## src/sv/iqp_pkg.sv

```systemverilog
`default_nettype none
package iqp_pkg;

    localparam int SAMPLE_WIDTH     = 24;
    localparam int FULL_SCALE_SHIFT = 20;

    localparam int GAIN_W    = 16;
    localparam int GAIN_FRAC = 14;
    localparam int FMT_W     = 2;
    localparam int REG_IDX_W = 2;
    localparam int CFG_W     = 16;

    // gained magnitude: |x| * gain >> 14
    localparam int PROD_W = SAMPLE_WIDTH + GAIN_W;
    localparam int G_W    = PROD_W - GAIN_FRAC;
    // clamped magnitude holds 0 .. 2^FULL_SCALE_SHIFT
    localparam int C_W    = FULL_SCALE_SHIFT + 1;
    localparam int GX_W   = (G_W > FULL_SCALE_SHIFT + 1) ? G_W : FULL_SCALE_SHIFT + 2;
    localparam int SCALE_W = 31;
    localparam int SP_W    = C_W + SCALE_W;
    localparam int CODE_W  = 32;

    localparam int PEAK_W = 26;
    localparam int PX_W   = (G_W > PEAK_W) ? G_W : PEAK_W;
    localparam int CNT_W  = 40;
    localparam int VB_W   = 4;
    localparam int WORD_W = 64;

    localparam logic [PEAK_W-1:0] PEAK_MAX = '1;
    localparam logic [CNT_W-1:0]  CNT_MAX  = '1;

    // sample_format codes; the unused code packs as int8
    localparam logic [FMT_W-1:0] FMT_INT32 = 2'd0;
    localparam logic [FMT_W-1:0] FMT_INT16 = 2'd1;
    localparam logic [FMT_W-1:0] FMT_INT8  = 2'd2;

    localparam logic [SCALE_W-1:0] SCALE_INT32 = 31'h7FFF_FFFF;
    localparam logic [SCALE_W-1:0] SCALE_INT16 = 31'd32767;
    localparam logic [SCALE_W-1:0] SCALE_INT8  = 31'd127;

    localparam logic [VB_W-1:0] VB_INT32 = 4'd8;
    localparam logic [VB_W-1:0] VB_INT16 = 4'd4;
    localparam logic [VB_W-1:0] VB_INT8  = 4'd2;

    // register indexes
    localparam logic [REG_IDX_W-1:0] REG_FORMAT = 2'd0;
    localparam logic [REG_IDX_W-1:0] REG_ENDIAN = 2'd1;
    localparam logic [REG_IDX_W-1:0] REG_GAIN   = 2'd2;
    localparam logic [REG_IDX_W-1:0] REG_TRACK  = 2'd3;

    localparam logic [FMT_W-1:0]  FMT_RESET  = FMT_INT16;
    localparam logic [GAIN_W-1:0] GAIN_RESET = 16'd16384;

    typedef struct packed {
        logic [FMT_W-1:0]  fmt;
        logic              big_endian;
        logic [GAIN_W-1:0] gain;
        logic              track_clips;
    } t_cfg;

    typedef struct packed {
        logic [CODE_W-1:0] bytes;   // component code, already in wire byte order
        logic              clip;
        logic [G_W-1:0]    mag;     // gained magnitude before clamping
    } t_lane_res;

endpackage
`default_nettype wire

```

## src/sv/iqp_if.sv

```systemverilog
`default_nettype none
interface iqp_in_if;
    import iqp_pkg::*;

    logic                           valid;
    logic                           ready;
    logic signed [SAMPLE_WIDTH-1:0] i_sample;
    logic signed [SAMPLE_WIDTH-1:0] q_sample;

    modport source (output valid, output i_sample, output q_sample, input ready);
    modport sink   (input valid, input i_sample, input q_sample, output ready);
endinterface

interface iqp_out_if;
    import iqp_pkg::*;

    logic              valid;
    logic              ready;
    logic [WORD_W-1:0] packed_word;
    logic [VB_W-1:0]   valid_bytes;
    logic [PEAK_W-1:0] peak_level;
    logic [CNT_W-1:0]  clip_count;
    logic [CNT_W-1:0]  sample_total;

    modport source (output valid, output packed_word, output valid_bytes,
                    output peak_level, output clip_count, output sample_total,
                    input ready);
    modport sink   (input valid, input packed_word, input valid_bytes,
                    input peak_level, input clip_count, input sample_total,
                    output ready);
endinterface
`default_nettype wire

```

## src/sv/iq_sample_quantizer_packer.sv

```systemverilog
// An accepted input word passes the stage A, B and C registers and the merge register to its output word.
// Throughput: one complex sample per cycle; an output stall holds the whole
// pipeline (magnitude, gain multiply, scale multiply, merge) in place.
// Reset (synchronous, active low): pipeline emptied, registers back to int16,
// little-endian, unity gain, clip tracking off; peak and counters cleared.
`default_nettype none
module iq_sample_quantizer_packer (
    input  wire logic                            i_clk,
    input  wire logic                            i_rst_n,
    input  wire logic                            i_cfg_we,
    input  wire logic [iqp_pkg::REG_IDX_W-1:0]   i_cfg_idx,
    input  wire logic [iqp_pkg::CFG_W-1:0]       i_cfg_data,
    iqp_in_if.sink                               i_in,
    iqp_out_if.source                            o_out
);
    import iqp_pkg::*;

    t_cfg      r_cfg;
    logic [2:0] r_v;     // stage A, B, C valid
    logic      r_ov;
    logic      w_adv;
    t_lane_res w_res_i, w_res_q;

    assign w_adv      = !(r_ov && !o_out.ready);
    assign i_in.ready = w_adv;

    always_ff @(posedge i_clk) begin
        if (!i_rst_n) begin
            r_cfg.fmt         <= FMT_RESET;
            r_cfg.big_endian  <= 1'b0;
            r_cfg.gain        <= GAIN_RESET;
            r_cfg.track_clips <= 1'b0;
        end else if (i_cfg_we) begin
            case (i_cfg_idx)
                REG_FORMAT: r_cfg.fmt         <= i_cfg_data[FMT_W-1:0];
                REG_ENDIAN: r_cfg.big_endian  <= i_cfg_data[0];
                REG_GAIN:   r_cfg.gain        <= i_cfg_data[GAIN_W-1:0];
                REG_TRACK:  r_cfg.track_clips <= i_cfg_data[0];
                default: ;
            endcase
        end
    end

    always_ff @(posedge i_clk) begin
        if (!i_rst_n) begin
            r_v  <= '0;
            r_ov <= 1'b0;
        end else if (w_adv) begin
            r_v  <= {r_v[1:0], i_in.valid};
            r_ov <= r_v[2];
        end
    end

    iqp_lane u_lane_i (
        .i_clk (i_clk),
        .i_adv (w_adv),
        .i_cfg (r_cfg),
        .i_x   (i_in.i_sample),
        .o_res (w_res_i)
    );

    iqp_lane u_lane_q (
        .i_clk (i_clk),
        .i_adv (w_adv),
        .i_cfg (r_cfg),
        .i_x   (i_in.q_sample),
        .o_res (w_res_q)
    );

    iqp_merge u_merge (
        .i_clk          (i_clk),
        .i_rst_n        (i_rst_n),
        .i_load         (w_adv && r_v[2]),
        .i_cfg          (r_cfg),
        .i_res_i        (w_res_i),
        .i_res_q        (w_res_q),
        .o_word         (o_out.packed_word),
        .o_valid_bytes  (o_out.valid_bytes),
        .o_peak         (o_out.peak_level),
        .o_clip_count   (o_out.clip_count),
        .o_sample_total (o_out.sample_total)
    );

    assign o_out.valid = r_ov;

endmodule
`default_nettype wire

```

## src/sv/iqp_lane.sv

```systemverilog
`default_nettype none
module iqp_lane (
    input  wire logic                                   i_clk,
    input  wire logic                                   i_adv,
    input  wire iqp_pkg::t_cfg                          i_cfg,
    input  wire logic signed [iqp_pkg::SAMPLE_WIDTH-1:0] i_x,
    output iqp_pkg::t_lane_res                          o_res
);
    import iqp_pkg::*;

    localparam logic [GX_W-1:0] FS_X = GX_W'(1) << FULL_SCALE_SHIFT;
    localparam logic [C_W-1:0]  FS_C = C_W'(1) << FULL_SCALE_SHIFT;

    // stage A: sign and magnitude
    logic [SAMPLE_WIDTH-1:0] r_mag, n_mag;
    logic                    r_neg_a;
    // stage B: gained magnitude
    logic [G_W-1:0]          r_g, n_g;
    logic                    r_neg_b;
    // stage C: scaled code magnitude
    logic [SCALE_W-1:0]      r_q, n_q;
    logic                    r_neg_c, r_clip, n_clip;
    logic [G_W-1:0]          r_gc;

    logic [PROD_W-1:0]       w_prod;
    logic [GX_W-1:0]         w_gx;
    logic [C_W-1:0]          w_c;
    logic [SCALE_W-1:0]      w_scale;
    logic [SP_W-1:0]         w_sp;
    logic [CODE_W-1:0]       w_code;

    always_comb begin
        n_mag = i_x[SAMPLE_WIDTH-1] ? (~i_x) + SAMPLE_WIDTH'(1) : i_x;
    end

    always_comb begin
        w_prod = PROD_W'(r_mag) * PROD_W'(i_cfg.gain);
        n_g    = w_prod[PROD_W-1:GAIN_FRAC];
    end

    always_comb begin
        w_gx   = GX_W'(r_g);
        n_clip = w_gx > FS_X;
        w_c    = n_clip ? FS_C : w_gx[C_W-1:0];
        case (i_cfg.fmt)
            FMT_INT32: w_scale = SCALE_INT32;
            FMT_INT16: w_scale = SCALE_INT16;
            default:   w_scale = SCALE_INT8;
        endcase
        w_sp = SP_W'(w_c) * SP_W'(w_scale);
        n_q  = w_sp[FULL_SCALE_SHIFT+SCALE_W-1:FULL_SCALE_SHIFT];
    end

    always_ff @(posedge i_clk) begin
        if (i_adv) begin
            r_mag   <= n_mag;
            r_neg_a <= i_x[SAMPLE_WIDTH-1];
            r_g     <= n_g;
            r_neg_b <= r_neg_a;
            r_q     <= n_q;
            r_neg_c <= r_neg_b;
            r_clip  <= n_clip;
            r_gc    <= r_g;
        end
    end

    // sign restore and byte order
    always_comb begin
        w_code = r_neg_c ? CODE_W'(0) - {1'b0, r_q} : {1'b0, r_q};
        o_res.clip = r_clip;
        o_res.mag  = r_gc;
        case (i_cfg.fmt)
            FMT_INT32: o_res.bytes = i_cfg.big_endian
                ? {w_code[7:0], w_code[15:8], w_code[23:16], w_code[31:24]} : w_code;
            FMT_INT16: o_res.bytes = i_cfg.big_endian
                ? {16'd0, w_code[7:0], w_code[15:8]} : {16'd0, w_code[15:0]};
            default:   o_res.bytes = {24'd0, w_code[7:0]};
        endcase
    end

endmodule
`default_nettype wire

```

## src/sv/iqp_merge.sv

```systemverilog
`default_nettype none
module iqp_merge (
    input  wire logic                          i_clk,
    input  wire logic                          i_rst_n,
    input  wire logic                          i_load,
    input  wire iqp_pkg::t_cfg                 i_cfg,
    input  wire iqp_pkg::t_lane_res            i_res_i,
    input  wire iqp_pkg::t_lane_res            i_res_q,
    output logic [iqp_pkg::WORD_W-1:0]         o_word,
    output logic [iqp_pkg::VB_W-1:0]           o_valid_bytes,
    output logic [iqp_pkg::PEAK_W-1:0]         o_peak,
    output logic [iqp_pkg::CNT_W-1:0]          o_clip_count,
    output logic [iqp_pkg::CNT_W-1:0]          o_sample_total
);
    import iqp_pkg::*;

    logic [WORD_W-1:0] r_word, n_word;
    logic [VB_W-1:0]   r_vb, n_vb;
    logic [PEAK_W-1:0] r_peak, n_peak;
    logic [CNT_W-1:0]  r_clip, n_clip;
    logic [CNT_W-1:0]  r_cnt, n_cnt;

    logic [G_W-1:0]    w_m;
    logic [PX_W-1:0]   w_mx;
    logic [PEAK_W-1:0] w_msat;
    logic [1:0]        w_add;

    always_comb begin
        case (i_cfg.fmt)
            FMT_INT32: begin
                n_word = {i_res_q.bytes, i_res_i.bytes};
                n_vb   = VB_INT32;
            end
            FMT_INT16: begin
                n_word = {32'd0, i_res_q.bytes[15:0], i_res_i.bytes[15:0]};
                n_vb   = VB_INT16;
            end
            default: begin
                n_word = {48'd0, i_res_q.bytes[7:0], i_res_i.bytes[7:0]};
                n_vb   = VB_INT8;
            end
        endcase
    end

    always_comb begin
        w_m    = (i_res_i.mag > i_res_q.mag) ? i_res_i.mag : i_res_q.mag;
        w_mx   = PX_W'(w_m);
        w_msat = (w_mx > PX_W'(PEAK_MAX)) ? PEAK_MAX : w_mx[PEAK_W-1:0];
        n_peak = (w_msat > r_peak) ? w_msat : r_peak;

        w_add = {1'b0, i_res_i.clip} + {1'b0, i_res_q.clip};
        if (!i_cfg.track_clips) begin
            n_clip = r_clip;
        end else if (r_clip > CNT_MAX - CNT_W'(w_add)) begin
            n_clip = CNT_MAX;
        end else begin
            n_clip = r_clip + CNT_W'(w_add);
        end

        n_cnt = (r_cnt == CNT_MAX) ? r_cnt : r_cnt + CNT_W'(1);
    end

    always_ff @(posedge i_clk) begin
        if (!i_rst_n) begin
            r_peak <= '0;
            r_clip <= '0;
            r_cnt  <= '0;
        end else if (i_load) begin
            r_peak <= n_peak;
            r_clip <= n_clip;
            r_cnt  <= n_cnt;
        end
    end

    always_ff @(posedge i_clk) begin
        if (i_load) begin
            r_word <= n_word;
            r_vb   <= n_vb;
        end
    end

    assign o_word         = r_word;
    assign o_valid_bytes  = r_vb;
    assign o_peak         = r_peak;
    assign o_clip_count   = r_clip;
    assign o_sample_total = r_cnt;

endmodule
`default_nettype wire

```

## src/flat_wrapper.sv

```systemverilog
// flat-port wrapper written by rule: the top's interface ports become plain ports
module iq_sample_quantizer_packer_flat import iqp_pkg::*;
  (i_clk, i_rst_n, i_cfg_we, i_cfg_idx, i_cfg_data, i_in_valid, i_in_i_sample, i_in_q_sample, i_in_ready, o_out_valid, o_out_packed_word, o_out_valid_bytes, o_out_peak_level, o_out_clip_count, o_out_sample_total, o_out_ready);
  iqp_in_if i_in_i ();
  iqp_out_if o_out_i ();
  input  wire logic i_clk;
  input  wire logic i_rst_n;
  input  wire logic i_cfg_we;
  input  wire logic [iqp_pkg::REG_IDX_W-1:0] i_cfg_idx;
  input  wire logic [iqp_pkg::CFG_W-1:0] i_cfg_data;
  input wire logic [$bits(i_in_i.valid)-1:0] i_in_valid;
  input wire logic [$bits(i_in_i.i_sample)-1:0] i_in_i_sample;
  input wire logic [$bits(i_in_i.q_sample)-1:0] i_in_q_sample;
  output wire logic [$bits(i_in_i.ready)-1:0] i_in_ready;
  output wire logic [$bits(o_out_i.valid)-1:0] o_out_valid;
  output wire logic [$bits(o_out_i.packed_word)-1:0] o_out_packed_word;
  output wire logic [$bits(o_out_i.valid_bytes)-1:0] o_out_valid_bytes;
  output wire logic [$bits(o_out_i.peak_level)-1:0] o_out_peak_level;
  output wire logic [$bits(o_out_i.clip_count)-1:0] o_out_clip_count;
  output wire logic [$bits(o_out_i.sample_total)-1:0] o_out_sample_total;
  input wire logic [$bits(o_out_i.ready)-1:0] o_out_ready;
  assign i_in_i.valid = i_in_valid;
  assign i_in_i.i_sample = i_in_i_sample;
  assign i_in_i.q_sample = i_in_q_sample;
  assign i_in_ready = i_in_i.ready;
  assign o_out_valid = o_out_i.valid;
  assign o_out_packed_word = o_out_i.packed_word;
  assign o_out_valid_bytes = o_out_i.valid_bytes;
  assign o_out_peak_level = o_out_i.peak_level;
  assign o_out_clip_count = o_out_i.clip_count;
  assign o_out_sample_total = o_out_i.sample_total;
  assign o_out_i.ready = o_out_ready;
  iq_sample_quantizer_packer u_core (.i_clk(i_clk), .i_rst_n(i_rst_n), .i_cfg_we(i_cfg_we), .i_cfg_idx(i_cfg_idx), .i_cfg_data(i_cfg_data), .i_in(i_in_i), .o_out(o_out_i));
endmodule
```

## config.mk

```make
export PLATFORM = sky130hd
export DESIGN_NAME = iq_sample_quantizer_packer_flat
export DESIGN_NICKNAME = d
export VERILOG_FILES = /design/src/sv/iqp_pkg.sv /design/src/sv/iqp_if.sv /design/src/sv/iq_sample_quantizer_packer.sv /design/src/sv/iqp_lane.sv /design/src/sv/iqp_merge.sv /design/src/flat_wrapper.sv
export SDC_FILE = /design/constraint.sdc
export NUM_CORES = 2
export LEC_CHECK = 0
export BUFFER_PORTS_ARGS = -buffer_cell sky130_fd_sc_hd__buf_4
export CAP_MARGIN = 20
export CORE_UTILIZATION = 53
export DETAILED_ROUTE_END_ITERATION = 16
export GPL_ROUTABILITY_DRIVEN = 0
export MAX_ROUTING_LAYER = met4
export PLACE_DENSITY = 0.7
export SYNTH_ARGS = -nofsm -noshare
export SYNTH_HDL_FRONTEND = slang
export SYNTH_HIERARCHICAL = 1
export SYNTH_SLANG_ARGS = --single-unit
export TNS_END_PERCENT = 10
```

## constraint.sdc

```tcl
create_clock -name i_clk -period 20.3 [get_ports i_clk]
set_input_delay 4.06 -clock i_clk [delete_from_list [all_inputs] [get_ports i_clk]]
set_output_delay 4.06 -clock i_clk [all_outputs]
set_load 0.05 [all_outputs]
```

Word level (Yosys, flattened, before mapping) --
Cells that the tools add are included.
Storage, ports and cells: register bits after elaboration 420, input bits 71, word-level logic and storage cells 86
Operators by class: bitwise gates (word level) 3, equal/unequal tests 5, multiplexer cells 18, $add $sub $neg 8, order comparisons 6, $mul 4, reductions and logical operators 13
Operators with widths (count):
- 2-to-1 mux 32 bit | 4
- case mux 32 bit (2 select lines) | 2
- case mux 64 bit (2 select lines) | 1
- multiplier 21 x 31 -> 51 bit | 2
- multiplier 24 x 16 -> 40 bit | 2
- subtractor 1 x 31 -> 32 bit, first input constant | 2
- case mux 31 bit (2 select lines) | 1
- greater-than comparator 26 x 21 -> 1 bit, second input constant | 2
- greater-than comparator 26 bit | 2
- 2-to-1 mux 26 bit | 2
- adder 24 x 2 -> 24 bit, second input constant | 2
- NOT 24 bit | 2
- 2-to-1 mux 23 bit | 2
- 2-to-1 mux 21 bit | 2
- adder 40 x 1 -> 40 bit, second input constant | 1
- adder 40 x 2 -> 40 bit | 1
- == test 40 bit, second input constant | 1
- greater-than comparator 40 bit | 1
- 2-to-1 mux 40 bit | 1
- 2-to-1 mux 16 bit | 2
- greater-than comparator 26 bit, second input constant | 1
- AND reduction 2 bit | 7
- case mux 4 bit (2 select lines) | 1
- == test 2 x 1 -> 1 bit, second input constant | 2
- 7 further kinds | 11

Logic depth before layout (Yosys ltp) --
word-level depth 6, gate-level depth with buffers 33, gate-level depth less buffers 31

Modules after synthesis --
Netlist, hierarchy kept.
Modules (own cells, without submodules):
- iqp_lane at u_core.u_lane_q | cells an instance 2992, times used 1, sequential area each 3333.2 um^2, area each 29090.4 um^2
- iqp_lane at u_core.u_lane_i | cells an instance 2932, times used 1, sequential area each 3333.2 um^2, area each 28825.1 um^2
- iqp_merge | cells an instance 1059, times used 1, sequential area each 4134.0 um^2, area each 9756.9 um^2
- iq_sample_quantizer_packer | cells an instance 101, times used 1, sequential area each 480.5 um^2, area each 882.1 um^2

Worst setup path after synthesis --
OpenSTA, ideal clock, no wires.
kind input to output, from input port o_out_ready, to output port i_in_ready, arrival 6.950 ns, path buffers 1, data required time 16.240 ns, stages on the path 2, slack 9.290 ns, cells stage by stage nand2b_1 -> buf_2
On the way: longest elaborated chain between the ends 3
RTL lines:
- start: declaration | RTL line flat_wrapper.sv:21 | input wire logic [$bits(o_out_i.ready)-1:0] o_out_ready;
- zero test 1 bit | RTL line iq_sample_quantizer_packer.sv:24 | assign w_adv = !(r_ov && !o_out.ready);
- logical AND 1 bit | RTL line iq_sample_quantizer_packer.sv:24
- zero test 1 bit | RTL line iq_sample_quantizer_packer.sv:24
- end: declaration | RTL line flat_wrapper.sv:14 | output wire logic [$bits(i_in_i.ready)-1:0] i_in_ready;
No other way between the ends.

Final worst setup path --
from register u_core.u_lane_i.r_g[0], to register u_core.u_lane_i.r_q[30] (data pin)
On the way: longest elaborated chain between the ends 3
RTL lines:
- start: declaration | RTL line iqp_lane.sv:18 | logic [G_W-1:0] r_g, n_g;
- start signal: assignment | RTL line iqp_lane.sv:58 | r_g <= n_g;
- greater-than comparator 26 x 21 -> 1 bit | RTL line iqp_lane.sv:43 | n_clip = w_gx > FS_X;
- 2-to-1 mux 21 bit * | RTL line iqp_lane.sv:44 | w_c = n_clip ? FS_C : w_gx[C_W-1:0];
- multiplier 21 x 31 -> 51 bit * | RTL line iqp_lane.sv:50 | w_sp = SP_W'(w_c) * SP_W'(w_scale);
- named net u_core.u_lane_i.w_sp[50] | RTL line iqp_lane.sv:29 | logic [SP_W-1:0] w_sp;
- end signal: assignment | RTL line iqp_lane.sv:60 | r_q <= n_q;
- end: declaration | RTL line iqp_lane.sv:21 | logic [SCALE_W-1:0] r_q, n_q;
The timed path passes the listed nets; every way through them passes the cells marked *. A chain may end at the register's enable or synchronous reset.

==> run metrics <==
status finished clean; multiplexer area fraction after synthesis 0.00810; Post-Syn Instances 7084; post_cts resized 0; DR vias 49700; register share of total power 0.133; PortBufs 245; CTS Root Buffer Type clkbuf_16; Final Total Pwr 12.1 mW; Slew headroom 0.237; Clock Sinks 419; design area 73600 um^2; final setup violation count 0; CTS Buf Count 48; R2R Path End u_core/u_lane_i/r_q[30]$_DFFE_PP_; placed inst area 72000 um^2; Rows 131; Worst-Skew Late Latency 0.64 ns; full die area 131000 um^2; Post-DP HPWL 146 mm; Starting Density 0.536; leakage 36.5 nW; initial antenna violation count 6; core area 128000 um^2; fraction of registers with async set/reset 0; Top FF cell, synth edfxtp_1; Layout Skew 0.0297 ns; Max IR drop VDD 0.332 mV; P per Cell Area 164 nW/um^2; die height 362 um; simple logic cell fraction of the synthesized area 0.127; Fin Setup TNS 0 ns; sequential share of the synthesized area 0.165; hold path endpoint u_core/u_lane_q/r_gc[24]$_DFFE_PP_; number of global-route vias before repair 52200; global-route wire length before repair 287 mm; GRT Util Overall 0.288; Gate power share 0.793; count of nets left with antenna violations after detail routing 0; Max Cap Viol 0; # nets final 9125; worst reg2reg path depth 26; critical path fanouts, max 22; drt total wl 180 mm; synthesized area 68600 um^2; fmax 0.0999 GHz; Yosys top cell by area fa_1; RSZ-0062 raised after global routing no; share of layout cells above drive strength 1 0.0671; CP endpoint kind flip-flop; r2r setup slk 10.29 ns; post-synth cell types 98; htree depth 2; Tmin final 10.01 ns; YS warnings 6; Tightest Hold Check Type flip-flop to flip-flop; hold-fix buffers at CTS 0; clock tree buffer depth 3; GR Overflow Total 0; final hold vios 0; Mapped Avg Cell Area 9.68 um^2; Synth Area in XOR/XNOR 0.0331; switching power 6.48 mW; dominant cells by area after synthesis fa_1, edfxtp_1, ha_1, inv_1, nand2_1; Tcrit/Tclk final 0.493; Setup Buffers After CTS 0; first-iteration detailed-routing DRC count 3857; DRT Pass-1 Iters 5; Chip Width 362 um; vias per cell 5.55; top-level port count 247; Clock transition at path regs 0.06 ns; Synth Area in Adders 0.484; largest net degree at the start of global routing 178; Synth-to-Final Area Change 7.34%; syn_nets 9035; Crit Path Class flip-flop to flip-flop; top cell type's share of synthesized area 0.376; post-DR wirelength/cell 20.1 um; post-synthesis compound-gate area fraction 0.0814; FF-to-FF Start u_core/u_lane_i/r_g[0]$_DFFE_PP_; main combinational cell family by area after synthesis adder cells; Post-synth EDFFs 289; P_int 5.59 mW; WP data arrival 10.37 ns; DRC viols 0; Seq cells post-synth 419; Slew Limit Fails 0; Clock power frac 0.074; Slew @ Worst Pin 1.13 ns; sw frac 0.536; CTS tree done; Critical Path RT 20.66 ns; worst hold start u_core/u_lane_q/r_g[24]$_DFFE_PP_; Cells on Worst Hold Path 0; Startpoint Class flip-flop
-- logic make-up after synthesis --
logic type      count (synthesis)
fa+ha+maj                    1880
buf+inv                      1845
simple gates                 1791
compound gates                835
flops                         419
xor+xnor                      259
mux                            54
other cells                     1
-- through the flow --
step / utilization / hold slack [ns] / setup WS (ns) / cells
2_1_floorplan: - / 0.400 / 9.29 / 7084
3_3_place_gp: 0.562 / 0.432 / 10.51 / 8851
3_5_place_dp: 0.562 / 0.436 / 10.33 / 8853
4_1_cts: 0.575 / 0.451 / 10.28 / 8941
5_1_grt: 0.575 / 0.469 / 9.59 / 8947
6_report: 0.575 / 0.452 / 10.29 / 8948
-- power groups by stage --
| stage | Sequential [mW] | Clock, mW | Combinational (mW) |
|---|---|---|---|
| 2_1_floorplan | 1.48 | 0 | 7.06 |
| 3_3_place_gp | 1.60 | 0 | 9.23 |
| 3_5_place_dp | 1.61 | 0 | 9.47 |
| 4_1_cts | 1.59 | 0.912 | 9.54 |
| 5_1_grt | 1.61 | 0.940 | 10.8 |
| 6_report | 1.60 | 0.892 | 9.57 |
-- synthesized netlist by cell type (57+ instances only) --
master / number
clkbuf_1: 222
o21ai_0: 157
edfxtp_1: 289
xnor2_1: 178
a21o_1: 71
nand2_1: 797
ha_1: 593
a21oi_1: 232
dfxtp_1: 130
nand4_1: 59
inv_1: 1593
a211oi_1: 57
fa_1: 1287
nand3_1: 75
xor2_1: 81
nor2_1: 238
and2_1: 345
-- critical path, stage by stage (launching register included) --
cell and delay (ns):
edfxtp_1 0.45, or4_1 0.54, or4b_4 0.51, o21bai_4 0.55, nand2_1 0.30, or2_2 0.39, nor2_1 0.32, fa_1 0.56
inv_1 0.22, fa_1 0.57, inv_1 0.31, fa_1 0.47, fa_1 0.50, fa_1 0.52, fa_1 0.55, inv_1 0.05
fa_1 0.49, inv_1 0.04, ha_1 0.36, and2_0 0.29, nand4_1 0.16, nor3_1 0.22, a21oi_1 0.12, and3_1 0.19
or4_4 0.56, o311a_1 0.37, xnor2_1 0.13
-- area by class of cell --
cell class,instances,area (um^2)
timing repair buffer,289,2190
multi-input combinational,4820,50300
tap,1729,2160
fill,11000,54400
clock inverter,29,333
sequential,419,11300
clock buffer,59,1280
inverter,1596,5990
antenna,7,17.5
-- how the worst max path moves through the flow --
| stage | from | end | cells after the start |
|---|---|---|---|
| CTS | u_core/u_lane_i/r_g[23]$_DFFE_PP_ | u_core/u_lane_i/r_q[30]$_DFFE_PP_ | 29 |
| global placement | u_core/u_lane_i/r_g[24]$_DFFE_PP_ | u_core/u_lane_i/r_q[30]$_DFFE_PP_ | 29 |
| detailed placement | u_core/u_lane_i/r_g[24]$_DFFE_PP_ | u_core/u_lane_i/r_q[30]$_DFFE_PP_ | 29 |
| finish | u_core/u_lane_i/r_g[0]$_DFFE_PP_ | u_core/u_lane_i/r_q[30]$_DFFE_PP_ | 26 |
| global route | u_core/u_lane_i/r_g[24]$_DFFE_PP_ | u_core/u_lane_i/r_q[30]$_DFFE_PP_ | 29 |
| floorplan | o_out_ready | i_in_ready | 2 |
-- registers in the layout, indices dropped and copies added (netlist names), 20 cells and up --
| name | count |
|---|---|
| u_core/u_merge/o_word | 64 |
| u_core/u_merge/o_clip_count | 40 |
| u_core/u_merge/o_sample_total | 40 |
| u_core/u_lane_i/r_q | 31 |
| u_core/u_lane_q/r_q | 31 |
| u_core/u_lane_i/r_g | 26 |
| u_core/u_lane_i/r_gc | 26 |
| u_core/u_lane_q/r_g | 26 |
| u_core/u_lane_q/r_gc | 26 |
| u_core/u_merge/o_peak | 26 |
| u_core/u_lane_i/r_mag | 24 |
| u_core/u_lane_q/r_mag | 24 |
| u_core/r_cfg | 20 |
-- metal layers --
metal | up-vias | track usage | wire, um
met5 | - | - | 0
met4 | 0 | 0.0887 | 5820
met3 | 291 | 0.0595 | 16600
met2 | 2084 | 0.444 | 81500
met1 | 24900 | 0.385 | 76200
li1 | 22400 | - | -
-- cell usage in the layout, fill, tap and decap left out, types with 178 or more instances in the layout --
cell type	netlist	routed
a21oi_1	232	232
and2_1	345	344
buf_4	4	286
edfxtp_1	289	289
fa_1	1287	1287
ha_1	593	593
inv_1	1593	1593
nand2_1	797	797
nor2_1	238	237
xnor2_1	178	178
(Power assumes the default switching activity.)
